**src/rtl/cssa_pkg.sv**
```systemverilog
// Shared types and constants for the call-site statistics accumulator.
// Used by the controller, the datapath and the top level.
`timescale 1ns / 1ps

package cssa_pkg;

   localparam int SUM_W = 64;
   localparam int CNT_W = 32;
   localparam int ADDR_W = 48;
   localparam int IDX_W_IN = 16;
   localparam int KIND_W = 4;
   localparam int FLAGS_W = 3;
   localparam int STATUS_W = 2;

   localparam logic OP_ADD = 1'b0;
   localparam logic OP_CLEAR = 1'b1;

   localparam logic [STATUS_W-1:0] STATUS_NEW = 2'd0;
   localparam logic [STATUS_W-1:0] STATUS_MERGED = 2'd1;
   localparam logic [STATUS_W-1:0] STATUS_REJECT = 2'd2;
   localparam logic [STATUS_W-1:0] STATUS_CLEARED = 2'd3;

   localparam int FLAG_RECURSIVE = 0;
   localparam int FLAG_RECORD = 1;
   localparam int FLAG_TOP = 2;

   typedef struct packed {
      logic              valid;
      logic              recursive;
      logic [KIND_W-1:0] kind;
      logic [SUM_W-1:0]  work;
      logic [SUM_W-1:0]  span;
      logic [SUM_W-1:0]  top_work;
      logic [SUM_W-1:0]  top_span;
      logic [SUM_W-1:0]  local_work;
      logic [SUM_W-1:0]  local_span;
      logic [CNT_W-1:0]  record_cnt;
      logic [CNT_W-1:0]  top_cnt;
      logic [CNT_W-1:0]  local_cnt;
   } entry_type;

   localparam int ENTRY_W = $bits(entry_type);

   typedef struct packed {
      logic capture;
      logic sweep_step;
      logic commit;
      logic done_clear;
   } cmd_type;

   typedef struct packed {
      logic is_clear;
      logic sweep_last;
      logic out_free;
   } stat_type;

   function automatic logic [CNT_W-1:0] sat_inc(input logic [CNT_W-1:0] c, input logic d);
      logic [CNT_W-1:0] r;
      r = c;
      if (d && (c != '1)) begin
         r = c + CNT_W'(1);
      end
      return r;
   endfunction

endpackage

```
**src/rtl/cssa_ctrl.sv**
```systemverilog
// Sequencer for the call-site statistics accumulator.
// Depends on cssa_pkg; drives commands into cssa_dpath.
`timescale 1ns / 1ps

module cssa_ctrl
   import cssa_pkg::*;
(
   input  logic     clock,
   input  logic     reset,
   input  logic     req_valid,
   output logic     req_stall,
   input  stat_type stat,
   output cmd_type  cmd
);

   typedef enum logic [4:0] {
      ST_INIT     = 5'b00001,
      ST_IDLE     = 5'b00010,
      ST_LOOK     = 5'b00100,
      ST_SWEEP    = 5'b01000,
      ST_CLR_DONE = 5'b10000
   } state_type;

   state_type state_ff, state_in;

   always_comb begin
      state_in = state_ff;
      cmd = '0;
      case (state_ff)
         ST_INIT: begin
            cmd.sweep_step = 1'b1;
            if (stat.sweep_last) begin
               state_in = ST_IDLE;
            end
         end
         ST_IDLE: begin
            if (req_valid) begin
               cmd.capture = 1'b1;
               state_in = ST_LOOK;
            end
         end
         ST_LOOK: begin
            if (stat.is_clear) begin
               state_in = ST_SWEEP;
            end else if (stat.out_free) begin
               cmd.commit = 1'b1;
               state_in = ST_IDLE;
            end
         end
         ST_SWEEP: begin
            cmd.sweep_step = 1'b1;
            if (stat.sweep_last) begin
               state_in = ST_CLR_DONE;
            end
         end
         ST_CLR_DONE: begin
            if (stat.out_free) begin
               cmd.done_clear = 1'b1;
               state_in = ST_IDLE;
            end
         end
         default: begin
            state_in = ST_INIT;
         end
      endcase
   end

   always_ff @(posedge clock) begin
      if (reset) begin
         state_ff <= ST_INIT;
      end else begin
         state_ff <= state_in;
      end
   end

   assign req_stall = (state_ff != ST_IDLE);

endmodule

```
**config.mk**
```make
export PLATFORM = sky130hd
export DESIGN_NAME = cssa_ctrl
export DESIGN_NICKNAME = d
export VERILOG_FILES = /design/src/rtl/cssa_pkg.sv /design/src/rtl/cssa_ctrl.sv
export SDC_FILE = /design/constraint.sdc
export NUM_CORES = 1
export LEC_CHECK = 0
export ABC_AREA = 1
export BUFFER_PORTS_ARGS = -buffer_cell sky130_fd_sc_hd__buf_4
export CAP_MARGIN = 25
export CORE_AREA = 10 10 47 49
export DETAILED_ROUTE_END_ITERATION = 10
export DIE_AREA = 0 0 57 59
export PLACE_DENSITY_LB_ADDON = 0.05
export REMOVE_ABC_BUFFERS = 1
export SLEW_MARGIN = 0
export SYNTH_ARGS = -nofsm -noshare
export SYNTH_HDL_FRONTEND = slang
export SYNTH_SLANG_ARGS = --single-unit
```
**constraint.sdc**
```tcl
create_clock -name clock -period 1.2 [get_ports clock]
set_input_delay 0.12 -clock clock [delete_from_list [all_inputs] [get_ports clock]]
set_output_delay 0.12 -clock clock [all_outputs]
set_load 0.05 [all_outputs]
```
==> run summary <==
share of cells above drive strength 1 = 72.73%
DRC viols = 0
worst hold path class = in -> reg
area of placed instances = 446.7 sq um
routed len/inst = 13.06 um
Initial Util = 25.09%
CP Launch Point = state_ff[0]
Regs by FF count = state_ff x5
dpl cells = 75
first-pass GRT wire length = 1828 um
largest reg by FF count = state_ff
Yosys warnings = 0
Static Leakage = 0.3177 nW
diode count = 0
GPL Wtd Cong = 0.7324
final hold violation count = 0
Synth top area share = 28.47%
Seq pwr share = 22.9%
asr flop ratio synth = 0%
multiplexer share of the synthesized area = 0%
hold depth = 2
clk buf depth = 2
Synth Area in Adders = 0%
met1 Use GR = 6.475%
DR pass1 iterations = 2
Reg area = 108.9 sq um
input/output buffers = 10
final wirelength = 1215 um
Post-Synth XOR/XNOR Area = 0%
met2 usage = 11.78%
hold buffers post-CTS = 0
vias in the first global route = 442
reg2reg setup slack = -0.09 ns
crit-path max FO = 5
RSZ-0062 raised after global routing = true
simple-gate share of the synthesized area = 52.31%
failing checks = negative setup slack
sw frac = 38.64%
row cnt = 14
vias = 430
synth cell count leaders = 7 x inv_1, 7 x nor2_1, 5 x dfxtp_1, 5 x nand3_1
CTS tree = yes
clk_lat worst skew = 0.24 ns
gr ovfl total = 0
Max VDD drop = 0.6050 mV
max-cap violations = 0
remaining antenna violation count = 0
post-route insts no fill = 93
ys flop type = dfxtp_1
Avg Inst Size Synth = 7.175 sq um
fin nets = 84
Internal = 0.5855 mW
global routing usage on met3 = 2.575%
1st-iter DRT viols = 2
EDFF count, synth = 0
Pins Over Slew Limit = 0
clock power share = 20.0%
Final HPWL DP = 750.6 um
Setup CP Type = reg -> reg
grt peak-use layer = met2
dpl ws = 0.06980 ns
final setup vio count = 7
gr usage total = 6.982%
largest family of logic cells by synthesized area = simple AND/OR/NAND/NOR gates
top post-synthesis cells by area = dfxtp_1 28%, inv_1 7.5%, nor2_1 7.5%, nand3_1 7.1%, nor2_2 7.1%
initial antenna violation count = 0
DIE AREA = 3363 sq um
Layout area overhead = 96.44%
Num CTS Buffers = 3
# fillers = 138
fin area = 690.7 sq um
H-tree Lvls = 1
Yosys cell types = 18
clock skew = 0.003690 ns
DIE HEIGHT = 59 um
core area = 1401 sq um
Compound-Gate Fraction of Synth Area = 10.68%
max FFs per register = 5
PwrDens = 1381 nW/um^2
R2R cell count = 9
Fmax = 778.1 MHz
Comb power frac = 57.1%
chip width = 57 um
CTS clk-pin slew, worst paths = 0.04 ns
sequential-to-total area share from yosys stat = 28.47%
Worst-Margin Slew = 0.1971 ns
Hold WS = 0.06089 ns
critical path arrival = 1.41 ns
Power, Total = 0.9541 mW
Setup crit start kind = flop
Mapped Cells = 49
final worst slack = -0.08521 ns
Root Driver = clkbuf_4
boundary pin count = 11
final worst path period share = 107.1%
WP data required = 1.33 ns
min Tclk post-route = 1.285 ns
Worst setup EP type = flop
pin count of the biggest net entering global routing = 7
Hold Path Sink = state_ff[0]
CTS Sinks = 5
Hold Crit Start = stat[1]
slew margin rel. = 86.83%
Critical R2R Launch = state_ff[0]
outcome = finished, violations left
P_sw = 0.3687 mW
flops & latches, synth = 5
Mapped Area = 351.6 sq um
RR Endpoint = state_ff[0]
dominant cell type by area after synthesis = dfxtp_1
Multi-input gate area = 291.5 sq um
vias per inst = 4.624
[power groups by stage]
stage / combinational (mW) / clock, mW / sequential, mW
final: 0.545 / 0.191 / 0.219
after global routing: 0.581 / 0.204 / 0.221
after CTS: 0.435 / 0.203 / 0.219
after detailed placement: 0.294 / 0 / 0.211
after global placement: 0.293 / 0 / 0.211
after floorplan: 0.218 / 0 / 0.208
[critical path, cell delays in order (launching register included)]
cell and delay [ns]:
dfxtp_4 0.36, nor2_4 0.16, buf_4 0.14, buf_6 0.08, buf_4 0.11, nand2_4 0.05
nand3_2 0.07, nor2_1 0.04, nor2_1 0.09, o21ai_1 0.06
[timing repair]
| action | 4_1_cts | 5_1_grt |
|---|---|---|
| buffers inserted | 10 | 5 |
| pin swaps | 7 | 4 |
| setup endpoints to repair | 5 | 9 |
| gates resized for setup | 19 | 13 |
| gates cloned | 0 | 0 |
[through the flow]
| step | util (%) | setup TNS, ns |
|---|---|---|
| after floorplan | - | -0.8440 |
| after global placement | 31.87 | 0 |
| after detailed placement | 31.87 | 0 |
| after CTS | 43.57 | -0.3791 |
| after global routing | 49.29 | -0.9587 |
| final | 49.29 | -0.4224 |
[worst max path at each step]
stage / end / cells past startpoint / slack, ns
floorplan: cmd[3] / 4 / -0.52
global placement: state_ff[0] / 7 / 0.03
detailed placement: state_ff[1] / 6 / 0.07
CTS: cmd[0] / 4 / -0.1
global route: state_ff[0] / 9 / -0.15
finish: state_ff[0] / 9 / -0.09
[kinds of logic (layout without fill, tap and decap cells)]
group | Yosys count | after routing
buffers and inverters | 8 | 36
AOI/OAI and AO/OA | 6 | 6
and+or+nand+nor | 30 | 30
DFF | 5 | 5
[placed cells by master (no fill, tap or decap)]
cell,n
nor2_4,4
nor2_2,4
o21ai_1,2
a21oi_2,1
nand3_1,1
clkbuf_4,3
inv_1,5
nand2_2,1
nand4_4,1
nand2_4,2
inv_2,3
o21ai_2,1
buf_6,5
buf_8,2
buf_4,17
nand2_1,3
clkbuf_1,1
dfxtp_2,4
nand3b_1,1
nand3_4,1
a21oi_4,1
nand3_2,5
nor2_1,5
dfxtp_4,1
a21oi_1,1
nand4_1,2
[final cells by class]
cell class	instances	area share [%]
Multi-Input combinational cell	36	42.21
Tap cell	16	2.899
Inverter	8	4.348
Sequential cell	5	15.76
Timing Repair Buffer	24	30.98
Clock buffer	4	3.804
[per-layer routing]
layer	routed length (um)	up-vias	share of wire, %
met1	475	203	39
met4	0	0	0
met5	0	-	0
met3	71	0	5.8
met2	669	8	55
li1	-	219	-
No activity file was read; power rests on OpenSTA's default activity.
